==> src/bils_pkg.sv <==
// ----------------------------------------------------------------------------
// bils_pkg
// Shared types, opcodes and the per-pulse pin pattern for the bus injection
// load sequencer.
// ----------------------------------------------------------------------------
package bils_pkg;

   // command codes; code 3 is unused and produces no pulses
   typedef enum logic [1:0] {
      MODE_WARM_RESET = 2'd0,
      MODE_LOAD_PTR   = 2'd1,
      MODE_STORE_INC  = 2'd2
   } mode_type;

   localparam int unsigned MODE_WIDTH      = 2;
   localparam int unsigned VALUE_WIDTH     = 16;
   localparam int unsigned BYTE_WIDTH      = 8;
   localparam int unsigned PULSE_CNT_WIDTH = 4;

   // the one command code with no pulse run
   localparam logic [MODE_WIDTH-1:0] MODE_UNUSED = 2'd3;

   // injected opcodes
   localparam logic [BYTE_WIDTH-1:0] OP_LOAD_PTR = 8'h21;
   localparam logic [BYTE_WIDTH-1:0] OP_STORE    = 8'h36;
   localparam logic [BYTE_WIDTH-1:0] OP_INC_PTR  = 8'h23;

   // warm reset holds the reset line this many pulses
   localparam logic [PULSE_CNT_WIDTH-1:0] RESET_PULSES = 4'd6;

   // index of the final pulse of each command
   localparam logic [PULSE_CNT_WIDTH-1:0] LAST_WARM_RESET = 4'd7;
   localparam logic [PULSE_CNT_WIDTH-1:0] LAST_LOAD_PTR   = 4'd9;
   localparam logic [PULSE_CNT_WIDTH-1:0] LAST_STORE_INC  = 4'd15;

   // pin pattern for one cpu clock pulse
   typedef struct packed {
      logic                  reset_n;
      logic                  ram_enable;
      logic                  bus_drive;
      logic [BYTE_WIDTH-1:0] bus_value;
      logic                  last_pulse;
   } pulse_type;

   // true when the given pulse index is the final one of the command
   function automatic logic is_last_pulse(input logic [MODE_WIDTH-1:0] mode,
                                          input logic [PULSE_CNT_WIDTH-1:0] cnt);
      logic last;
      last = 1'b0;
      case (mode)
         MODE_WARM_RESET: last = (cnt == LAST_WARM_RESET);
         MODE_LOAD_PTR:   last = (cnt == LAST_LOAD_PTR);
         MODE_STORE_INC:  last = (cnt == LAST_STORE_INC);
         default:         last = 1'b1;
      endcase
      return last;
   endfunction

   // pin pattern of pulse cnt of a command
   function automatic pulse_type pulse_pattern(input logic [MODE_WIDTH-1:0]      mode,
                                               input logic [PULSE_CNT_WIDTH-1:0] cnt,
                                               input logic [VALUE_WIDTH-1:0]     value);
      pulse_type p;
      p.reset_n    = 1'b1;
      p.ram_enable = 1'b1;
      p.bus_drive  = 1'b0;
      p.bus_value  = '0;
      p.last_pulse = is_last_pulse(mode, cnt);
      case (mode)
         MODE_WARM_RESET: begin
            p.reset_n = (cnt >= RESET_PULSES);
         end
         MODE_LOAD_PTR: begin
            case (cnt)
               4'd0: ;
               4'd1, 4'd2: begin
                  p.ram_enable = 1'b0;
                  p.bus_drive  = 1'b1;
                  p.bus_value  = OP_LOAD_PTR;
               end
               4'd3, 4'd4: begin
                  p.ram_enable = 1'b0;
               end
               4'd5, 4'd6, 4'd7: begin
                  p.ram_enable = 1'b0;
                  p.bus_drive  = 1'b1;
                  p.bus_value  = value[BYTE_WIDTH-1:0];
               end
               default: begin
                  p.ram_enable = 1'b0;
                  p.bus_drive  = 1'b1;
                  p.bus_value  = value[VALUE_WIDTH-1:BYTE_WIDTH];
               end
            endcase
         end
         MODE_STORE_INC: begin
            case (cnt)
               4'd1, 4'd2: begin
                  p.ram_enable = 1'b0;
                  p.bus_drive  = 1'b1;
                  p.bus_value  = OP_STORE;
               end
               4'd3, 4'd4: begin
                  p.ram_enable = 1'b0;
               end
               4'd5, 4'd6: begin
                  p.ram_enable = 1'b0;
                  p.bus_drive  = 1'b1;
                  p.bus_value  = value[BYTE_WIDTH-1:0];
               end
               4'd11, 4'd12: begin
                  p.ram_enable = 1'b0;
                  p.bus_drive  = 1'b1;
                  p.bus_value  = OP_INC_PTR;
               end
               default: ;
            endcase
         end
         default: ;
      endcase
      return p;
   endfunction

endpackage

==> src/bus_injection_load_sequencer.sv <==
// ----------------------------------------------------------------------------
// bus_injection_load_sequencer
// Turns one command into a run of cpu clock pulses, each carrying the reset,
// ram enable and data bus pattern that injects instructions onto the bus.
// ----------------------------------------------------------------------------
//
//   channel   ports                                  handshake
//   -------   -------------------------------------  -----------------------
//   command   req_mode, req_load_value               start high, busy low
//   pulse     rsp_reset_n, rsp_ram_enable,           rsp_strobe, one cycle,
//             rsp_bus_drive, rsp_bus_value,          no back pressure
//             rsp_last_pulse
//
// A warm reset gives 8 pulses, a pointer load 10 and a byte store 16, one per
// cycle; the pulse counter sets the rate. Pulses reach the ports through the
// command register and then the result register. busy drops during the cycle
// that computes the final pulse, so the next command follows with no gap. Mode
// 3 is taken and yields no pulses. reset clears the sequencer to idle.
module bus_injection_load_sequencer (
   input  logic                                  clock,
   input  logic                                  reset,
   input  logic                                  start,
   output logic                                  busy,
   input  logic [bils_pkg::MODE_WIDTH-1:0]       req_mode,
   input  logic [bils_pkg::VALUE_WIDTH-1:0]      req_load_value,
   output logic                                  rsp_strobe,
   output logic                                  rsp_reset_n,
   output logic                                  rsp_ram_enable,
   output logic                                  rsp_bus_drive,
   output logic [bils_pkg::BYTE_WIDTH-1:0]       rsp_bus_value,
   output logic                                  rsp_last_pulse
);

   // command register
   logic                                 active_ff;
   logic                                 active_in;
   logic [bils_pkg::MODE_WIDTH-1:0]      mode_ff;
   logic [bils_pkg::MODE_WIDTH-1:0]      mode_in;
   logic [bils_pkg::VALUE_WIDTH-1:0]     value_ff;
   logic [bils_pkg::VALUE_WIDTH-1:0]     value_in;
   logic [bils_pkg::PULSE_CNT_WIDTH-1:0] cnt_ff;
   logic [bils_pkg::PULSE_CNT_WIDTH-1:0] cnt_in;

   // result register
   logic                                 strobe_ff;
   bils_pkg::pulse_type                  pulse_ff;
   bils_pkg::pulse_type                  pulse_in;

   logic                                 final_pulse;
   logic                                 accept;

   // pulse pattern for the current count
   assign pulse_in    = bils_pkg::pulse_pattern(mode_ff, cnt_ff, value_ff);
   assign final_pulse = bils_pkg::is_last_pulse(mode_ff, cnt_ff);
   assign busy        = active_ff && !final_pulse;
   assign accept      = start && !busy;

   // next command state
   always_comb begin
      active_in = active_ff;
      mode_in   = mode_ff;
      value_in  = value_ff;
      cnt_in    = cnt_ff;
      if (active_ff) begin
         cnt_in = cnt_ff + 1'b1;
         if (final_pulse) begin
            active_in = 1'b0;
         end
      end
      if (accept) begin
         active_in = (req_mode != bils_pkg::MODE_UNUSED);
         mode_in   = req_mode;
         value_in  = req_load_value;
         cnt_in    = '0;
      end
   end

   // control registers
   always_ff @(posedge clock) begin
      if (reset) begin
         active_ff <= 1'b0;
         cnt_ff    <= '0;
         strobe_ff <= 1'b0;
      end else begin
         active_ff <= active_in;
         cnt_ff    <= cnt_in;
         strobe_ff <= active_ff;
      end
   end

   // payload registers
   always_ff @(posedge clock) begin
      mode_ff  <= mode_in;
      value_ff <= value_in;
      if (active_ff) begin
         pulse_ff <= pulse_in;
      end
   end

   // result ports
   assign rsp_strobe     = strobe_ff;
   assign rsp_reset_n    = pulse_ff.reset_n;
   assign rsp_ram_enable = pulse_ff.ram_enable;
   assign rsp_bus_drive  = pulse_ff.bus_drive;
   assign rsp_bus_value  = pulse_ff.bus_value;
   assign rsp_last_pulse = pulse_ff.last_pulse;

`ifndef SYNTHESIS
   // an idle sequencer always takes a command
   assert property (@(posedge clock) disable iff (reset) !active_ff |-> !busy)
      else $error("busy while idle");

   // a taken command with a real mode starts at pulse zero
   assert property (@(posedge clock) disable iff (reset)
      (accept && req_mode != bils_pkg::MODE_UNUSED) |=> (active_ff && cnt_ff == '0))
      else $error("command not started at pulse zero");

   // an undriven bus reads as zero
   assert property (@(posedge clock) disable iff (reset)
      (rsp_strobe && !rsp_bus_drive) |-> (rsp_bus_value == '0))
      else $error("bus value without drive");

   // reset pulses never drive the bus and keep ram enabled
   assert property (@(posedge clock) disable iff (reset)
      (rsp_strobe && !rsp_reset_n) |-> (rsp_ram_enable && !rsp_bus_drive))
      else $error("bus driven during cpu reset");
`endif

endmodule

==> config.mk <==
export PLATFORM = sky130hd
export DESIGN_NAME = bus_injection_load_sequencer
export DESIGN_NICKNAME = d
export VERILOG_FILES = /design/src/bils_pkg.sv /design/src/bus_injection_load_sequencer.sv
export SDC_FILE = /design/constraint.sdc
export NUM_CORES = 1
export LEC_CHECK = 0
export BUFFER_PORTS_ARGS = -buffer_cell sky130_fd_sc_hd__buf_2
export CORE_ASPECT_RATIO = 1.75
export CORE_MARGIN = 2
export CORE_UTILIZATION = 45
export CTS_BUF_LIST = sky130_fd_sc_hd__clkbuf_8
export CTS_CLUSTER_DIAMETER = 80
export CTS_CLUSTER_SIZE = 25
export DETAILED_ROUTE_END_ITERATION = 12
export PLACE_DENSITY = 0.68
export SYNTH_ARGS = -nofsm -noshare
export SYNTH_HDL_FRONTEND = slang
export SYNTH_SLANG_ARGS = --single-unit
==> constraint.sdc <==
create_clock -name clock -period 2.97 [get_ports clock]
set_input_delay 0 -clock clock [delete_from_list [all_inputs] [get_ports clock]]
set_output_delay 0 -clock clock [all_outputs]
set_load 0.02 [all_outputs]
## Word level (Yosys, flattened, before mapping)

Cells that the tools add are included.

| operators by class | value |
|---|---|
| multiplexer cells | 9 |
| $add $sub $neg | 1 |
| reductions and logical operators | 13 |
| equal/unequal tests | 14 |
| order comparisons | 1 |

Operator list:

| cell | number |
|---|---|
| $pmux 9 s3 | 2 |
| $pmux 10 s2 | 1 |
| $eq 4x3->1 const B | 4 |
| $eq 4x4->1 const B | 4 |
| $eq 4x2->1 const B | 2 |
| $reduce_or 2->1 | 4 |
| $reduce_or 8->1 | 1 |
| $reduce_or 3->1 | 2 |
| $mux 1 | 5 |
| $add 4x1->4 const B | 1 |
| $eq 4x1->1 const B | 1 |
| $ge 4x3->1 const B | 1 |
| $logic_not 4->1 | 1 |
| $pmux 1 s3 | 1 |
| $eq 2x1->1 const B | 1 |
| $eq 2x2->1 const B | 1 |
| $logic_and 1x1->1 | 2 |
| $logic_not 1->1 | 2 |
| $logic_not 2->1 | 1 |
| $ne 2x2->1 const B | 1 |

| word-level totals | value |
|---|---|
| bits in registers | 36 |
| logic and storage cells | 48 |
| output and inout bits | 14 |

## Logic depth before layout (Yosys ltp)

Gate-level depths: netlist of the first run.

| depth | value |
|---|---|
| depth after elaboration | 7 |
| gate-level depth with buffers | 6 |
| depth with buffers taken out | 6 |

## Least setup slack after synthesis of the first run

Ideal clock, no wire load.

| timing | value |
|---|---|
| kind | reg-to-reg |
| from | register mode_ff[1] (netlist bit) |
| to | register mode_ff[0] (netlist bit), enable pin |
| cell stages (with the launch flop) | 6 |
| arrival | 2.200 ns |
| path slack | 0.358 ns |
| clock period less this slack | 2.612 ns |
| cell sequence | edfxtp_1 > inv_1 > ha_1 > and3_1 > nand3_1 > a31oi_1 |

| on the way | value |
|---|---|
| word-level cells in the longest chain between the ends | 6 |
| elaborated cells between the ends (all ways) | 8 |
| those cells by class | 2 x eq/ne; 1 x mux; 5 x reduce/logical |

RTL lines:

| what | line | text |
|---|---|---|
| from (decl) | bus_injection_load_sequencer.sv:37 | `logic [bils_pkg::MODE_WIDTH-1:0] mode_ff;` |
| from (signal assigned) | bus_injection_load_sequencer.sv:93 | `mode_ff <= mode_in;` |
| $eq 2x2->1, or another cell as far along | bils_pkg.sv:50 | `case (mode)` |
| $pmux 1 s3 * | bils_pkg.sv:50 |  |
| $logic_not 1->1 * | bus_injection_load_sequencer.sv:55 | `assign busy = active_ff && !final_pulse;` |
| $logic_and 1x1->1 * | bus_injection_load_sequencer.sv:55 |  |
| $logic_not 1->1 * | bus_injection_load_sequencer.sv:56 | `assign accept = start && !busy;` |
| $logic_and 1x1->1 * | bus_injection_load_sequencer.sv:56 |  |
| named net accept | bus_injection_load_sequencer.sv:50 | `logic accept;` |

Mark *: on every way through the listed nets, which the timed path passes. The rest lies on a longest branch.
A chain may end at the register's enable or synchronous reset.

==> key figures, run 1 <==
Hold path
  • Hold Path Class: in2reg

Power and ir drop
  • NetSw: 0.2360 mW
  • Clock Power Share: 0.363
  • Pleak: 0.8623 nW
  • PwrDens: 515.6 nW/µm²
  • Gate power share: 0.103
  • Peak supply drop: 402.6 µV
  • Power share of the sequential group: 0.533
  • Total power draw: 1.116 mW
  • Switching share of power: 0.2115
  • Internal power: 0.8800 mW

STA
  • Post-Route Setup TNS: 0 ps
  • Slew @ Worst Pin: 781.4 ps
  • Hold Violations, Final: 0
  • Hold WS: 324.5 ps
  • Clock Skew: 3.589 ps
  • Setup violators final: 0
  • Final setup margin: 889.7 ps
  • Slew Limit Fails: 0
  • Fmax achieved: 0.4807 GHz
  • Period utilisation layout: 0.7004
  • Crit path time final: 2080 ps
  • RSZ-0062 raised after global routing: false
  • Worst slew margin: 0.4784

Floorplan
  • Chip Width: 49.57 µm
  • Core area: 3556 µm²
  • Ports: 35
  • Die H: 83.75 µm
  • Starting Density: 0.4599
  • Die area: 4151 µm²
  • # rows: 29

Detailed routing
  • Vias: 1188
  • DRC Markers: 0
  • Total routed wirelength: 3006 µm
  • Initial drt markers: 28
  • Pre-antenna DRT Iters: 4
  • Wire per inst: 12.90 µm
  • Via density: 5.099
  • Antenna Nets Post-Route: 0

Critical path
  • CP max-delay cell: o311ai_0
  • Crit-path leading delay family: compound AO/OA/AOI/OAI gates
  • WS Path Type: reg2reg
  • Max stage delay on crit path: 450 ps
  • Critical Path Start Type: flop
  • Critical Path RT: 3010 ps
  • CP Capture Type: flop
  • Number of buffers and inverters on the critical path: 1
  • Crit Path Max Fanout: 6
  • Arrival time worst endpoint: 2120 ps
  • CP Cell Sequence: inv_1 -> ha_1 -> o311ai_0 -> o21ai_0 -> and2_1 -> a22o_2

Synthesis
  • Main area contributors after synthesis: edfxtp_1, dfxtp_1, ha_1
  • Yosys warnings: 0
  • Syn_nets: 157
  • Post-synth top cells: edfxtp_1, nand2_1, ha_1, inv_1
  • Most used DFF post-synth: edfxtp_1
  • Syn_area_per_cell: 12.88 µm²
  • Count leader, synth: edfxtp_1
  • Syn Inst Count: 127
  • FF+latch count, synth: 36
  • Post-synth EDFFs: 30
  • Synth cell types: 33
  • Top cell type's share of synthesized area: 0.5509
  • Leading area contributor after synthesis: edfxtp_1
  • Synthesized area: 1635 µm²
  • Asr flop ratio synth: 0
  • Post-synthesis sequential area ratio: 0.6243

Final layout
  • Nets@finish: 216
  • Layout filler cell count: 316
  • Antenna cells: 0
  • Layout overhead on the synthesized area: 32.36%
  • Final Instance Area: 2165 µm²
  • Layout cell share with drive strength beyond 1: 0.2674

Global routing
  • First-pass GRT wire length: 5257 µm
  • Initial antenna violation count: 0
  • Total GRT Usage: 0.1688
  • Largest net degree at the start of global routing: 23
  • Grt ovf: 0
  • Vias in the first global route: 1198

Clock tree
  • Total CTS buffers: 5
  • CTS tree: yes
  • Postcts setup bufs: 0
  • Reg clk slew, reported paths: 70 ps
  • Longest Clk Path Bufs: 2
  • CTS resizes: 0
  • Clock Latency Late Sink: 280 ps
  • H-tree lvl count: 2
  • Root Driver: clkbuf_8
  • CTS sink cnt: 36

Placement
  • Hpwl dp: 2160 µm
  • I/O Buffers: 34
  • GP Congestion: 0.8314
  • Placed cell areas: 1857 µm²
  • Pre-CTS setup slack: 909.1 ps

Run
  • Max Cap Viol: 0

Status
  • Status: complete, no violations
==> cells in the final DEF, fill, tap and decap left out, drive strengths merged, types with 2 or more instances in the layout <==
cell / netlist / layout
dlygate4sd3: 0 / 20
o21ai: 2 / 2
a22oi: 2 / 2
buf: 2 / 35
a31oi: 3 / 3
dfxtp: 6 / 6
nor2: 4 / 4
a32oi: 2 / 2
a21oi: 7 / 7
clkbuf: 1 / 5
xnor2: 5 / 5
nand4: 2 / 2
nor3: 4 / 4
nand2: 13 / 13
nand2b: 3 / 3
a22o: 3 / 3
nand3: 3 / 3
ha: 9 / 9
inv: 9 / 10
o311ai: 2 / 2
o22ai: 4 / 4
edfxtp: 30 / 30
clkinv: 1 / 2
mux2i: 3 / 3
==> per-layer routing <==
metal / part of all wire / wire length [µm] / vias up / global-route usage
met2: 0.56 / 1688 / 37 / 0.3030
met1: 0.36 / 1093 / 551 / 0.1717
li1: - / - / 591 / -
met5: 0 / 0 / - / 0
met4: 0.032 / 97 / 0 / 0.09848
met3: 0.042 / 126 / 9 / 0.03763
==> registers in the layout, indices dropped and copies added, names as in the netlist <==
name and cells:
rsp_bus_value 8, rsp_ram_enable 1, mode_ff 2, active_ff 1, value_ff 16, rsp_reset_n 1
rsp_bus_drive 1, rsp_strobe 1, cnt_ff 4, rsp_last_pulse 1
==> timing repair <==
action / CTS / global route
hold endpoints to repair: 24 / 0
setup endpoints to repair: 0 / 0
hold buffers: 20 / 0
==> cell families after synthesis <==
kind of cell / after synthesis / share of synthesized area
AOI/OAI and AO/OA: 28 / 0.1270
xor gates and xnor gates: 5 / 0.02678
adders and majority gates: 9 / 0.06886
buffers and inverters: 13 / 0.03519
DFF: 36 / 0.6243
muxes: 3 / 0.01836
and+or+nand+nor: 33 / 0.09947
==> worst paths after layout <==
check / endpoint / slack (ps) / cells past startpoint / start
setup / recovery: rsp_bus_value[3] / 890 / 6 / cnt_ff[0]
hold / removal: mode_ff[1] / 320 / 4 / start
setup reg to reg: rsp_bus_value[3] / 890 / 6 / cnt_ff[0]
hold reg to reg: rsp_bus_value[7] / 550 / 1 / value_ff[7]
==> tightest hold or removal path: cells and delay by family <==
kind / cells / cell delay (ps)
buf+inv: 3 / 370
compound gates: 1 / 30
==> per-stage QoR <==
step | utilization | instances
2_1_floorplan | - | 127
3_3_place_gp | 0.5222 | 205
3_5_place_dp | 0.5222 | 205
4_1_cts | 0.6087 | 233
5_1_grt | 0.6087 | 233
6_report | 0.6087 | 233
==> cell type report <==
class | instances | area (µm²) | area share
sequential | 36 | 1021 | 0.4717
inverter | 10 | 37.54 | 0.01734
tap | 46 | 57.56 | 0.02659
timing repair buffer | 55 | 377.9 | 0.1746
multi-input combinational | 78 | 563.0 | 0.2601
clock inverter | 3 | 38.79 | 0.01792
clock buffer | 5 | 68.82 | 0.03179
==> power by group through the flow <==
| stage | Combinational (mW) | Sequential [mW] | Clock (mW) |
|---|---|---|---|
| 2_1_floorplan | 0.0484 | 0.614 | 0 |
| 3_3_place_gp | 0.0917 | 0.605 | 0 |
| 3_5_place_dp | 0.0942 | 0.607 | 0 |
| 4_1_cts | 0.115 | 0.596 | 0.416 |
| 5_1_grt | 0.128 | 0.599 | 0.431 |
| 6_report | 0.116 | 0.595 | 0.405 |
No activity file was read; power rests on OpenSTA's default activity.
==> run 2, diff against run 1 <==
clock period = 2 ns   (was 2.97 ns; I/O delays follow)
==> key figures, run 2 (synthesized netlist as in run 1, its figures left out) <==
STA
  • Worst slew margin: 0.7283
  • Post-Route Setup TNS: 0 ps
  • Setup violators final: 0
  • RSZ-0062 raised after global routing: false
  • Period utilisation layout: 0.9533
  • Crit path time final: 1907 ps
  • Clock Skew: 3.343 ps
  • Slew Limit Fails: 0
  • Slew @ Worst Pin: 405.6 ps
  • Hold Violations, Final: 0
  • Fmax achieved: 0.5245 GHz

Critical path
  • Max stage delay on crit path: 390 ps
  • Critical Path Start Type: flop
  • Number of buffers and inverters on the critical path: 2
  • CP Capture Type: flop
  • Crit Path Max Fanout: 22
  • WS Path Type: reg2reg
  • CP Cell Sequence: inv_1 -> ha_2 -> and3_1 -> nand3_1 -> a31oi_4 -> buf_12
  • Arrival time worst endpoint: 1900 ps
  • CP max-delay cell: ha_2
  • Critical Path RT: 2000 ps
  • Crit-path leading delay family: adder cells

Detailed routing
  • DRC Markers: 0
  • Pre-antenna DRT Iters: 4
  • Initial drt markers: 22
  • Vias: 1209
  • Via density: 4.975
  • Total routed wirelength: 3182 µm
  • Antenna Nets Post-Route: 0
  • Wire per inst: 13.09 µm

Global routing
  • Largest net degree at the start of global routing: 23
  • Initial antenna violation count: 0
  • Grt ovf: 0
  • Total GRT Usage: 0.1724
  • Vias in the first global route: 1214
  • First-pass GRT wire length: 5395 µm

Final layout
  • Reg with most FFs: value_ff
  • Nets@finish: 226
  • Antenna cells: 0
  • Commonest non-fill, non-tap cell in the layout: buf_2
  • Commonest cells after routing, fill and taps aside: buf_2, edfxtp_1, dlygate4sd3_1
  • Layout cell share with drive strength beyond 1: 0.3096
  • Layout overhead on the synthesized area: 38.41%
  • Layout filler cell count: 304
  • Final core occ: 0.6365
  • Largest register FFs: 16

Floorplan
  • Die area: 4151 µm²
  • Ports: 35
  • # rows: 29
  • Starting Density: 0.4599
  • Die H: 83.75 µm
  • Chip Width: 49.57 µm
  • Core area: 3556 µm²

Status
  • Status: complete, no violations

Clock tree
  • CTS tree: yes
  • Clock Latency Late Sink: 290 ps
  • H-tree lvl count: 2
  • Longest Clk Path Bufs: 2
  • Total CTS buffers: 5
  • CTS sink cnt: 36
  • Root Driver: clkbuf_8
  • Reg clk slew, reported paths: 70 ps
  • Postcts setup bufs: 0

Power and ir drop
  • Total power draw: 1.681 mW
  • Switching share of power: 0.2146
  • Clock Power Share: 0.361
  • Power share of the sequential group: 0.521
  • NetSw: 0.3606 mW
  • PwrDens: 742.5 nW/µm²
  • Gate power share: 0.118
  • Internal power: 1.320 mW
  • Peak supply drop: 546.2 µV
  • Pleak: 0.9190 nW

Placement
  • GP Congestion: 0.8703
  • Hpwl dp: 2291 µm
  • I/O Buffers: 34

Run
  • Max Cap Viol: 0

Hold path
  • Hold Path Class: in2reg
run 2: final timing paths:
path                                         from               end  slack, ps  cells after the start
worst max-delay path                   mode_ff[0]      value_ff[15]         90                      6
worst min-delay path            req_load_value[9]       value_ff[9]        420                      2
worst max register to register         mode_ff[0]      value_ff[15]         90                      6
worst min register to register       value_ff[11]  rsp_bus_value[3]        550                      1
run 2: stage by stage:
stage          std cells  cell area, µm²  setup slack (ps)  hold slack (ps)
2_1_floorplan        127            1650             21.44            66.69
3_3_place_gp         215            1953             143.9            177.5
3_5_place_dp         215            1953             64.17            178.1
4_1_cts              243            2261             69.79            401.5
5_1_grt              243            2263             10.48            416.0
6_report             243            2263             93.36            416.1
run 2: cell type report:
class	instances	area, µm²	area share
flip-flops and latches	36	1021	0.4511
multi-input cells	78	574.3	0.2537
repair buffers	65	465.4	0.2056
clock buffers	5	68.82	0.03040
well taps	46	57.56	0.02543
clock inverters	3	38.79	0.01714
inverters	10	37.54	0.01658
run 2: worst reg2reg max path, delay by kind of cell (launching register included):
kind            cells  cell delay (ps)
compound gates      1              250
simple gates        2              320
flops               1              370
buf+inv             2              280
fa+ha+maj           1              390
run 2: routing by layer:
| layer | global-route usage | vias up | share of wire |
|---|---|---|---|
| met5 | 0 | - | 0 |
| met4 | 0.09596 | 0 | 0.035 |
| met2 | 0.3079 | 35 | 0.55 |
| met1 | 0.1763 | 551 | 0.37 |
| li1 | - | 611 | - |
| met3 | 0.04301 | 12 | 0.035 |
run 2: timing repair:
item                                    CTS  global route
endpoints found under the setup margin    0            21
gates resized for setup                   0             2
hold buffers                             20             0
hold endpoints to repair                 24             0
run 2: power groups by stage:
| stage | clock [mW] | combinational, mW | sequential, mW |
|---|---|---|---|
| after floorplan | 0 | 0.0753 | 0.911 |
| after global placement | 0 | 0.161 | 0.891 |
| after detailed placement | 0 | 0.166 | 0.893 |
| after CTS | 0.625 | 0.197 | 0.877 |
| after global routing | 0.661 | 0.216 | 0.879 |
| final | 0.606 | 0.198 | 0.876 |
